$ cat src/design/utcl_pkg.sv
`default_nettype none

package utcl_pkg;

  localparam int unsigned COORD_W  = 16;
  localparam int unsigned SCALE_W  = 4;
  localparam int unsigned SW_W     = 13;
  localparam int unsigned STEP_W   = SCALE_W + 5;
  localparam int unsigned CMP_W    = ((COORD_W > SW_W) ? COORD_W : SW_W) + 1;
  localparam int unsigned PORT_W   = 16;
  localparam int unsigned CODE_W   = 16;
  localparam int unsigned COLS_W   = 5;
  localparam int unsigned ADDR_W   = 3;
  localparam int unsigned DATA_W   = 32;

  localparam logic [SCALE_W-1:0] SCALE_RST = SCALE_W'(1);
  localparam logic [SW_W-1:0]    SW_RST    = SW_W'(1024);

  localparam logic [COLS_W-1:0]  NARROW_COLS = COLS_W'(8);
  localparam logic [COLS_W-1:0]  WIDE_COLS   = COLS_W'(16);
  localparam logic [CODE_W-1:0]  NARROW_LIMIT = CODE_W'(8'h7f);
  localparam logic [7:0]         NEWLINE     = 8'h0a;

  // register index, taken from paddr[2]
  localparam logic REG_SCALE        = 1'b0;
  localparam logic REG_SCREEN_WIDTH = 1'b1;

  typedef struct packed {
    logic [SCALE_W-1:0] scale;
    logic [SW_W-1:0]    screen_width;
  } cfg_t;

  typedef struct packed {
    logic [7:0]        text_byte;
    logic              first;
    logic [PORT_W-1:0] start_x;
    logic [PORT_W-1:0] start_y;
  } item_t;

  typedef struct packed {
    logic              glyph_valid;
    logic [CODE_W-1:0] code_point;
    logic [PORT_W-1:0] glyph_x;
    logic [PORT_W-1:0] glyph_y;
    logic [COLS_W-1:0] glyph_cols;
    logic [PORT_W-1:0] cursor_x;
    logic [PORT_W-1:0] cursor_y;
  } result_t;

  // 20 * scale, the line pitch
  function automatic logic [STEP_W-1:0] line_step(input logic [SCALE_W-1:0] s);
    return (STEP_W'(s) << 4) + (STEP_W'(s) << 2);
  endfunction

endpackage

`default_nettype wire

$ cat src/design/utcl_cfg.sv
`default_nettype none

module utcl_cfg (
  input  wire logic                          clk_i,
  input  wire logic                          rst_ni,
  input  wire logic                          psel,
  input  wire logic                          penable,
  input  wire logic                          pwrite,
  input  wire logic [utcl_pkg::ADDR_W-1:0]   paddr,
  input  wire logic [utcl_pkg::DATA_W-1:0]   pwdata,
  output logic      [utcl_pkg::DATA_W-1:0]   prdata,
  output logic                               pready,
  output utcl_pkg::cfg_t                     cfg_o
);

  utcl_pkg::cfg_t cfg_q;
  logic           wr_en;
  logic           reg_idx;

  assign pready  = 1'b1;
  assign wr_en   = psel && penable && pwrite;
  assign reg_idx = paddr[2];

  always_ff @(posedge clk_i or negedge rst_ni) begin
    if (!rst_ni) begin
      cfg_q.scale        <= utcl_pkg::SCALE_RST;
      cfg_q.screen_width <= utcl_pkg::SW_RST;
    end else if (wr_en) begin
      unique case (reg_idx)
        utcl_pkg::REG_SCALE:        cfg_q.scale        <= pwdata[utcl_pkg::SCALE_W-1:0];
        utcl_pkg::REG_SCREEN_WIDTH: cfg_q.screen_width <= pwdata[utcl_pkg::SW_W-1:0];
        default: ;
      endcase
    end
  end

  always_comb begin
    unique case (reg_idx)
      utcl_pkg::REG_SCALE:        prdata = utcl_pkg::DATA_W'(cfg_q.scale);
      utcl_pkg::REG_SCREEN_WIDTH: prdata = utcl_pkg::DATA_W'(cfg_q.screen_width);
      default:                    prdata = '0;
    endcase
  end

  assign cfg_o = cfg_q;

endmodule

`default_nettype wire

$ cat src/design/utcl_step.sv
`default_nettype none

module utcl_step (
  input  wire logic            clk_i,
  input  wire logic            rst_ni,
  input  wire logic            en_i,
  input  wire utcl_pkg::item_t item_i,
  input  wire utcl_pkg::cfg_t  cfg_i,
  output utcl_pkg::result_t    res_o
);

  localparam int unsigned CW = utcl_pkg::COORD_W;

  logic [utcl_pkg::CODE_W-1:0] code_q, code_d;
  logic [1:0]                  pend_q, pend_d;
  logic [CW-1:0]               x_q, x_d;
  logic [CW-1:0]               y_q, y_d;
  logic [CW-1:0]               org_q, org_d;

  logic [utcl_pkg::CODE_W-1:0] code0;
  logic [1:0]                  pend0;
  logic [CW-1:0]               x0, y0, x1, y1;
  logic [utcl_pkg::STEP_W-1:0] step;
  logic [utcl_pkg::CMP_W-1:0]  reach;
  logic                        emit, wide;
  logic [utcl_pkg::CODE_W-1:0] glyph_code;
  logic [7:0]                  b;

  assign b    = item_i.text_byte;
  assign step = utcl_pkg::line_step(cfg_i.scale);

  always_comb begin
    // a string start reloads the cursor and drops any partial sequence
    if (item_i.first) begin
      x0    = CW'(item_i.start_x);
      y0    = CW'(item_i.start_y);
      org_d = CW'(item_i.start_x);
      pend0 = '0;
      code0 = '0;
    end else begin
      x0    = x_q;
      y0    = y_q;
      org_d = org_q;
      pend0 = pend_q;
      code0 = code_q;
    end

    reach = utcl_pkg::CMP_W'(x0) + utcl_pkg::CMP_W'(step);
    if (reach >= utcl_pkg::CMP_W'(cfg_i.screen_width)) begin
      x1 = org_d;
      y1 = y0 + CW'(step);
    end else begin
      x1 = x0;
      y1 = y0;
    end

    emit       = 1'b0;
    wide       = 1'b0;
    glyph_code = '0;
    code_d     = code0;
    pend_d     = pend0;
    x_d        = x0;
    y_d        = y0;

    if (b == 8'h00) begin
      code_d = '0;
      pend_d = '0;
    end else if (pend0 != 2'd0) begin
      code_d = {code0[utcl_pkg::CODE_W-7:0], b[5:0]};
      pend_d = pend0 - 2'd1;
      if (pend0 == 2'd1) begin
        emit       = 1'b1;
        wide       = 1'b1;
        glyph_code = {code0[utcl_pkg::CODE_W-7:0], b[5:0]};
      end
    end else begin
      x_d = x1;
      y_d = y1;
      if (!b[7]) begin
        if (b == utcl_pkg::NEWLINE) begin
          x_d = org_d;
          y_d = y1 + CW'(step);
        end else begin
          emit       = 1'b1;
          glyph_code = utcl_pkg::CODE_W'(b);
        end
      end else if (b[7:5] == 3'b110) begin
        code_d = utcl_pkg::CODE_W'(b[4:0]);
        pend_d = 2'd1;
      end else if (b[7:4] == 4'he) begin
        code_d = utcl_pkg::CODE_W'(b[3:0]);
        pend_d = 2'd2;
      end
      // other leads: drop after the wrap check
    end

    res_o = '0;
    if (emit) begin
      res_o.glyph_valid = 1'b1;
      res_o.code_point  = glyph_code;
      res_o.glyph_x     = utcl_pkg::PORT_W'(x_d);
      res_o.glyph_y     = utcl_pkg::PORT_W'(y_d);
      res_o.glyph_cols  = (glyph_code < utcl_pkg::NARROW_LIMIT) ?
                          utcl_pkg::NARROW_COLS : utcl_pkg::WIDE_COLS;
      // advance 8 or 16 times scale
      x_d = wide ? x_d + (CW'(cfg_i.scale) << 4) : x_d + (CW'(cfg_i.scale) << 3);
    end
    res_o.cursor_x = utcl_pkg::PORT_W'(x_d);
    res_o.cursor_y = utcl_pkg::PORT_W'(y_d);
  end

  always_ff @(posedge clk_i or negedge rst_ni) begin
    if (!rst_ni) begin
      code_q <= '0;
      pend_q <= '0;
      x_q    <= '0;
      y_q    <= '0;
      org_q  <= '0;
    end else if (en_i) begin
      code_q <= code_d;
      pend_q <= pend_d;
      x_q    <= x_d;
      y_q    <= y_d;
      org_q  <= org_d;
    end
  end

endmodule

`default_nettype wire

$ cat src/design/utf8_text_cursor_layout.sv
`default_nettype none

// channel  direction  handshake                 payload
// in       input      in_valid_i / in_stall_o   text_byte_i, first_i, start_x_i, start_y_i
// out      output     out_valid_o / out_stall_i glyph_valid_o, code_point_o, glyph_x_o,
//                                               glyph_y_o, glyph_cols_o, cursor_x_o, cursor_y_o
// cfg      input      APB write, pready = 1      scale at 0x0, screen_width at 0x4
//
// One byte per cycle sustained while out_stall_i is low; a request passes the input register,
// then the output register. The rate is set by the decode and cursor update loop in utcl_step.
// Reset clears decode state and cursor to zero, scale to 1, screen_width to 1024.
// A stalled result holds in the output register while the input register
// still takes one more request; in_stall_o rises only when both are full.

module utf8_text_cursor_layout (
  input  wire logic                          clk_i,
  input  wire logic                          rst_ni,
  input  wire logic                          psel,
  input  wire logic                          penable,
  input  wire logic                          pwrite,
  input  wire logic [utcl_pkg::ADDR_W-1:0]   paddr,
  input  wire logic [utcl_pkg::DATA_W-1:0]   pwdata,
  output logic      [utcl_pkg::DATA_W-1:0]   prdata,
  output logic                               pready,
  input  wire logic                          in_valid_i,
  output logic                               in_stall_o,
  input  wire logic [7:0]                    text_byte_i,
  input  wire logic                          first_i,
  input  wire logic [utcl_pkg::PORT_W-1:0]   start_x_i,
  input  wire logic [utcl_pkg::PORT_W-1:0]   start_y_i,
  output logic                               out_valid_o,
  input  wire logic                          out_stall_i,
  output logic                               glyph_valid_o,
  output logic      [utcl_pkg::CODE_W-1:0]   code_point_o,
  output logic      [utcl_pkg::PORT_W-1:0]   glyph_x_o,
  output logic      [utcl_pkg::PORT_W-1:0]   glyph_y_o,
  output logic      [utcl_pkg::COLS_W-1:0]   glyph_cols_o,
  output logic      [utcl_pkg::PORT_W-1:0]   cursor_x_o,
  output logic      [utcl_pkg::PORT_W-1:0]   cursor_y_o
);

  utcl_pkg::cfg_t    cfg;
  utcl_pkg::item_t   item_q;
  utcl_pkg::result_t res, res_q;
  logic              item_vld_q;
  logic              out_vld_q;
  logic              out_adv;
  logic              step_en;
  logic              in_take;

  utcl_cfg u_cfg (
    .clk_i   (clk_i),
    .rst_ni  (rst_ni),
    .psel    (psel),
    .penable (penable),
    .pwrite  (pwrite),
    .paddr   (paddr),
    .pwdata  (pwdata),
    .prdata  (prdata),
    .pready  (pready),
    .cfg_o   (cfg)
  );

  assign out_adv    = !out_vld_q || !out_stall_i;
  assign step_en    = item_vld_q && out_adv;
  assign in_stall_o = item_vld_q && !out_adv;
  assign in_take    = in_valid_i && !in_stall_o;

  always_ff @(posedge clk_i or negedge rst_ni) begin
    if (!rst_ni) begin
      item_vld_q <= 1'b0;
    end else if (!in_stall_o) begin
      item_vld_q <= in_valid_i;
    end
  end

  always_ff @(posedge clk_i) begin
    if (in_take) begin
      item_q.text_byte <= text_byte_i;
      item_q.first     <= first_i;
      item_q.start_x   <= start_x_i;
      item_q.start_y   <= start_y_i;
    end
  end

  utcl_step u_step (
    .clk_i  (clk_i),
    .rst_ni (rst_ni),
    .en_i   (step_en),
    .item_i (item_q),
    .cfg_i  (cfg),
    .res_o  (res)
  );

  always_ff @(posedge clk_i or negedge rst_ni) begin
    if (!rst_ni) begin
      out_vld_q <= 1'b0;
    end else if (out_adv) begin
      out_vld_q <= item_vld_q;
    end
  end

  always_ff @(posedge clk_i) begin
    if (step_en) begin
      res_q <= res;
    end
  end

  assign out_valid_o   = out_vld_q;
  assign glyph_valid_o = res_q.glyph_valid;
  assign code_point_o  = res_q.code_point;
  assign glyph_x_o     = res_q.glyph_x;
  assign glyph_y_o     = res_q.glyph_y;
  assign glyph_cols_o  = res_q.glyph_cols;
  assign cursor_x_o    = res_q.cursor_x;
  assign cursor_y_o    = res_q.cursor_y;

  a_stall_needs_item: assert property (@(posedge clk_i) disable iff (!rst_ni)
    in_stall_o |-> item_vld_q && out_vld_q)
    else $error("input stalled without a held request");

  a_item_kept: assert property (@(posedge clk_i) disable iff (!rst_ni)
    item_vld_q && !out_adv |=> item_vld_q && $stable(item_q))
    else $error("held request lost while output blocked");

  a_result_moves: assert property (@(posedge clk_i) disable iff (!rst_ni)
    step_en |=> out_vld_q)
    else $error("processed request produced no result");

  a_cols_range: assert property (@(posedge clk_i) disable iff (!rst_ni)
    out_vld_q && res_q.glyph_valid |->
      res_q.glyph_cols == utcl_pkg::NARROW_COLS || res_q.glyph_cols == utcl_pkg::WIDE_COLS)
    else $error("glyph width not 8 or 16");

  a_no_glyph_zero: assert property (@(posedge clk_i) disable iff (!rst_ni)
    out_vld_q && !res_q.glyph_valid |->
      res_q.code_point == '0 && res_q.glyph_cols == '0)
    else $error("glyph fields set without a glyph");

endmodule

`default_nettype wire

$ cat config.mk
export PLATFORM = sky130hd
export DESIGN_NAME = utf8_text_cursor_layout
export DESIGN_NICKNAME = d
export VERILOG_FILES = /design/src/design/utcl_pkg.sv /design/src/design/utcl_cfg.sv /design/src/design/utcl_step.sv /design/src/design/utf8_text_cursor_layout.sv
export SDC_FILE = /design/constraint.sdc
export NUM_CORES = 1
export LEC_CHECK = 0
export BUFFER_PORTS_ARGS = -buffer_cell sky130_fd_sc_hd__buf_2
export CAP_MARGIN = 20
export CORE_MARGIN = 8
export CORE_UTILIZATION = 45
export CTS_BUF_LIST = sky130_fd_sc_hd__clkbuf_2 sky130_fd_sc_hd__clkbuf_4 sky130_fd_sc_hd__clkbuf_8
export CTS_CLUSTER_DIAMETER = 50
export DETAILED_ROUTE_END_ITERATION = 6
export PLACE_DENSITY_LB_ADDON = 0.3
export SLEW_MARGIN = 30
export SYNTH_ARGS = -nofsm -noshare
export SYNTH_HDL_FRONTEND = slang
export SYNTH_SLANG_ARGS = --single-unit
$ cat constraint.sdc
create_clock -name clk_i -period 9.9 [get_ports clk_i]
set_input_delay 0.99 -clock clk_i [delete_from_list [all_inputs] [get_ports clk_i]]
set_output_delay 0.99 -clock clk_i [all_outputs]
set_load 0.005 [all_outputs]
## Yosys cells after proc, flatten, opt, wreduce, memory -nomap -nowiden

Cells that the tools add are included.

| operators by class | value |
|---|---|
| $add $sub $neg | 7 |
| magnitude comparators | 2 |
| equal/unequal tests | 4 |
| muxes and demuxes | 42 |
| bitwise logic cells | 1 |
| reductions and logical operators | 14 |

Operators with widths:

| cell | number |
|---|---|
| $mux 16 | 25 |
| $pmux 32 s2 | 1 |
| $mux 54 | 1 |
| $add 16x9->16 | 2 |
| $add 16x9->17 | 1 |
| $ge 17x13->1 | 1 |
| $add 16x7->16 | 1 |
| $add 16x8->16 | 1 |
| $lt 16x7->1 const B | 1 |
| $mux 2 | 6 |
| $add 8x6->9 | 1 |
| $eq 8x4->1 const B | 1 |
| $logic_not 8->1 | 1 |
| $mux 1 | 7 |
| $mux 7 | 1 |
| $logic_and 1x1->1 | 5 |
| $mux 5 | 1 |
| $eq 4x4->1 const B | 1 |
| $logic_not 1->1 | 4 |
| $reduce_and 2->1 | 2 |
| $eq 3x3->1 const B | 1 |
| $eq 2x1->1 const B | 1 |
| $reduce_bool 2->1 | 1 |
| $sub 2x1->2 const B | 1 |
| other kinds (2) | 2 |

| storage, ports and cells | value |
|---|---|
| flip-flop bits (word level) | 212 |

## Longest topological paths before layout

| depth | value |
|---|---|
| depth in word-level cells | 11 |
| depth in mapped cells | 40 |
| depth with buffers taken out | 31 |

## By module

A second synthesis with hierarchy kept.

| second synthesis, totals | value |
|---|---|
| cells, all modules | 938 |
| area, all modules | 11,192.0 sq um |

By module, submodules not included:

| module | instances | cells an instance | area an instance (sq um) | sequential area each (sq um) |
|---|---|---|---|---|
| utcl_step | 1 | 730 | 6,333.6 | 1,501.4 |
| utf8_text_cursor_layout | 1 | 135 | 3,906.2 | 3,863.7 |
| utcl_cfg | 1 | 73 | 952.2 | 427.9 |

## Worst setup path before layout

Ideal clock, no wire load.

| timing | value |
|---|---|
| path kind | flip-flop to flip-flop |
| from | register item_q[32] (netlist bit) |
| to | register res_q, in the netlist glyph_y_o[9], data pin |
| arrival | 8.016 ns |
| data required time | 9.635 ns |
| slack | 1.619 ns |
| cell stages (with the launch flop) | 40 |
| path buffers | 9 |
| period minus slack after synthesis | 8.281 ns |
| path through | edfxtp_1 buf_4 buf_2 buf_1 clkbuf_1 buf_1 clkbuf_1 buf_1 nand2_1 o21ai_0 ha_1 inv_1 fa_1 nor2b_1 o21ai_0 a21oi_1 a311o_1 nand3_1 (+4 left out) a2111oi_2 nand2_2 a21o_1 buf_2 clkbuf_1 a21oi_1 inv_1 ha_1 a21o_1 a21oi_1 o21bai_1 nand4_1 a22o_1 and3_1 a21boi_0 o22ai_1 mux2i_1 mux2i_1 |

| on the way | value |
|---|---|
| cells in the longest elaborated chain, start to end | 9 |
| elaborated cells between the ends (all ways) | 17 |
| classes of those cells | add/sub (3); order compare (1); eq/ne (1); mux (11); reduce/logical (1) |

RTL lines:

| element | RTL line | RTL |
|---|---|---|
| start: declaration | utf8_text_cursor_layout.sv:43 | `utcl_pkg::item_t item_q;` |
| $mux 16 | utcl_step.sv:34 | `if (item_i.first) begin` |
| $add 16x9->17 | utcl_step.sv:48 | `reach = utcl_pkg::CMP_W'(x0) + utcl_pkg::CMP_W'(step);` |
| $ge 17x13->1 | utcl_step.sv:49 | `if (reach >= utcl_pkg::CMP_W'(cfg_i.screen_width)) begin` |
| $mux 16 | utcl_step.sv:49 |  |
| $add 16x9->16 | utcl_step.sv:82 | `y_d = y1 + CW'(step);` |
| $mux 16 | utcl_step.sv:80 | `if (b == utcl_pkg::NEWLINE) begin` |
| $mux 16 | utcl_step.sv:79 | `if (!b[7]) begin` |
| $mux 16 | utcl_step.sv:68 | `end else if (pend0 != 2'd0) begin` |
| $mux 16 | utcl_step.sv:65 | `if (b == 8'h00) begin` |
| end signal: assignment | utf8_text_cursor_layout.sv:105 | `res_q <= res;` |
| end: declaration | utf8_text_cursor_layout.sv:44 | `utcl_pkg::result_t res, res_q;` |

Several ways; a longest one is shown, not always the timed one.
A chain may end at the register's enable or synchronous reset.

==> flow_summary.json <==
{
  "wl_per_cell_um": 17.9,
  "yosys-top-cells-count": "edfxtp_1, nand2_1, dfrtp_1",
  "crit_required_ps": 10140,
  "power_uw": 3520,
  "min_period_over_period": 0.815,
  "placed_area_um2": 12500,
  "die_h_um": 175,
  "die_x_um": 175,
  "first_global_vias": 8571,
  "avgSynthCellArea_um2": 11.0,
  "cts_max_path_buffers": 3,
  "maxCapViolCount": 0,
  "power.internal_uw": 2280,
  "worstSkewPairLatency_ps": 520,
  "fin_area_um2": 13400,
  "whs_ps": 371,
  "drc_errors": 0,
  "hp-class": "in2async",
  "start_util": 0.456,
  "post_cts_buffers": 0,
  "power_frac_seq": 0.341,
  "antenna_left": 0,
  "finalWeightedCongestion": 0.865,
  "synthArstFlopShare": 0.389,
  "path_delay_family": "compound AO/OA/AOI/OAI gates",
  "regMostFlops": "item_q",
  "setup_tns_ps": 0,
  "final_hold_viol_count": 0,
  "vias_per_cell": 5.45,
  "dp_hpwl_um": 20100,
  "synth_edf_count": 124,
  "final_max_slew_viol_count": 0,
  "grt_max_degree": 78,
  "synth_area_leaders": "edfxtp_1, dfrtp_1, mux2_2",
  "grt_pass1_wl_um": 45600,
  "numClockSinks": 203,
  "ir_drop_uv": 140,
  "syn_to_final_growth_pct": 16.9,
  "design.die.area_um2": 30700,
  "powerDensity_nw_per_um2": 264,
  "cts_tree": "yes",
  "crit_start": "item_q[32]$_DFFE_PP_",
  "synth_top_flop_cell": "edfxtp_1",
  "syn_area_um2": 11400,
  "finalCriticalPeriod_ps": 8070,
  "design.portCount": 204,
  "fmax_ghz": 0.124,
  "yosysTopAreaCellShare": 0.326,
  "yosysWarningCount": 0,
  "portBuffers": 159,
  "cp_max_fo": 59,
  "num_rows": 58,
  "fin_skew_ps": 18.9,
  "grt-ovfl-total": 0,
  "rsz0062_at_grt": "no",
  "drt_wl_total_um": 28100,
  "fp.coreArea_um2": 25000,
  "synthCells": 1041,
  "cts_hold_buf": 0,
  "drt-initial-drc-count": 414,
  "leakagePower_uw": 0.00570,
  "htreeDepth": 2,
  "status": "finished clean",
  "synth_top_area_cell": "edfxtp_1",
  "drive_gt1_frac": 0.261,
  "crit_path_start_kind": "register",
  "regArea_um2": 5700,
  "clk_pin_slew_ps": 60,
  "cts.repair.resized": 0,
  "antenna_found_initial": 0,
  "tightestPinTransition_ps": 857,
  "power.switching_uw": 1250,
  "multi_input_area_um2": 5270,
  "maxSlewHeadroom": 0.427,
  "combPwrFrac": 0.396,
  "yosysMostFrequentCell": "edfxtp_1",
  "firstDrtPassIters": 5,
  "reg2reg_from": "item_q[32]$_DFFE_PP_",
  "crit_buf_inv": 5,
  "fin_nets": 1337,
  "largest_register_ffs": 41,
  "num_antenna_cells": 0,
  "grt_use_total": 0.182,
  "switching_share": 0.354,
  "crit_type": "reg2reg",
  "crit_arrival_ps": 8310,
  "end_kind": "register",
  "num_vias": 8544,
  "cpPeakStageDelay_ps": 660,
  "cpMaxStageDelayCell": "buf_4",
  "worst-r2r-setup-slack_ps": 1830,
  "ys_seq_elements": 203,
  "yosysSeqAreaShare": 0.499,
  "cts_root_buf": "clkbuf_8",
  "finalSetupViolCount": 0,
  "numCtsBuffers": 38,
  "pwr-share-clk": 0.263,
  "synth_cell_types": 84,
  "fill_cells": 2242
}
==> layer usage <==
layer	vias up	global-route usage	share of wire	wire length (µm)
li1	4135	-	-	-
met1	4089	0.238	0.45	12600
met2	266	0.295	0.46	13000
met3	54	0.0406	0.065	1840
met4	0	0.0608	0.027	753
met5	-	0	0	0
==> through the flow <==
step           cells  setup slack [ps]   util
2_1_floorplan   1062              1620      -
3_3_place_gp    1499              2140  0.498
4_1_cts         1569              1920  0.533
6_report        1569              1830  0.533
5_1_grt         1569              1090  0.533
3_5_place_dp    1499              1970  0.498
==> cell usage in the layout, fill, tap and decap left out, drive strengths merged, types with 7 or more instances in the layout <==
| cell | Yosys | layout |
|---|---|---|
| a211oi | 10 | 10 |
| a21o | 18 | 18 |
| a21oi | 41 | 41 |
| a22o | 13 | 13 |
| a22oi | 7 | 7 |
| a31oi | 11 | 11 |
| and2 | 34 | 34 |
| and3 | 10 | 10 |
| buf | 38 | 171 |
| clkbuf | 26 | 55 |
| clkinv | 2 | 9 |
| conb | 2 | 23 |
| dfrtp | 77 | 77 |
| edfxtp | 124 | 124 |
| ha | 39 | 39 |
| inv | 45 | 46 |
| mux2 | 62 | 62 |
| mux2i | 31 | 31 |
| nand2 | 86 | 86 |
| nand2b | 8 | 8 |
| nand3 | 30 | 30 |
| nand4 | 15 | 15 |
| nor2 | 70 | 70 |
| nor2b | 15 | 15 |
| nor3 | 22 | 22 |
| nor4 | 12 | 12 |
| o21ai | 58 | 58 |
| o22ai | 7 | 7 |
| o31ai | 7 | 7 |
| xnor2 | 34 | 34 |
| xor2 | 8 | 8 |
==> final timing paths <==
check,endpoint,cells after the start
setup / recovery,cursor_y_o[9]$_DFFE_PP_,31
hold / removal,u_step.y_q[10]$_DFFE_PN0P_,1
max in group asynchronous,u_step.code_q[9]$_DFFE_PN0P_,2
hold reg to reg,u_step.y_q[2]$_DFFE_PN0P_,2
setup reg to reg,cursor_y_o[9]$_DFFE_PP_,31
min in group clk_i,u_step.y_q[2]$_DFFE_PN0P_,2
==> power groups by stage <==
stage	sequential (µW)	clock, µW	combinational, µW
2_1_floorplan	1200	0	1040
3_3_place_gp	1220	0	1350
3_5_place_dp	1220	0	1390
4_1_cts	1210	951	1400
5_1_grt	1230	984	1560
6_report	1200	926	1400
==> logic make-up after synthesis <==
group / share of synthesized area
adder cells (fa/ha/maj): 0.0559
XOR/XNOR: 0.0329
AND/OR/NAND/NOR: 0.142
multiplexers: 0.0883
buffers and inverters: 0.0471
other: 0.000658
flip-flops: 0.499
AO/OA/AOI/OAI: 0.134
==> final cells by class <==
type / count / share of cell area
flip-flops and latches: 203 / 0.427
multi-input cells: 748 / 0.395
repair buffers: 171 / 0.0668
clock buffers: 55 / 0.0515
well taps: 330 / 0.0309
clock inverters: 15 / 0.0148
inverters: 47 / 0.0143
No activity file was read; power rests on OpenSTA's default activity.
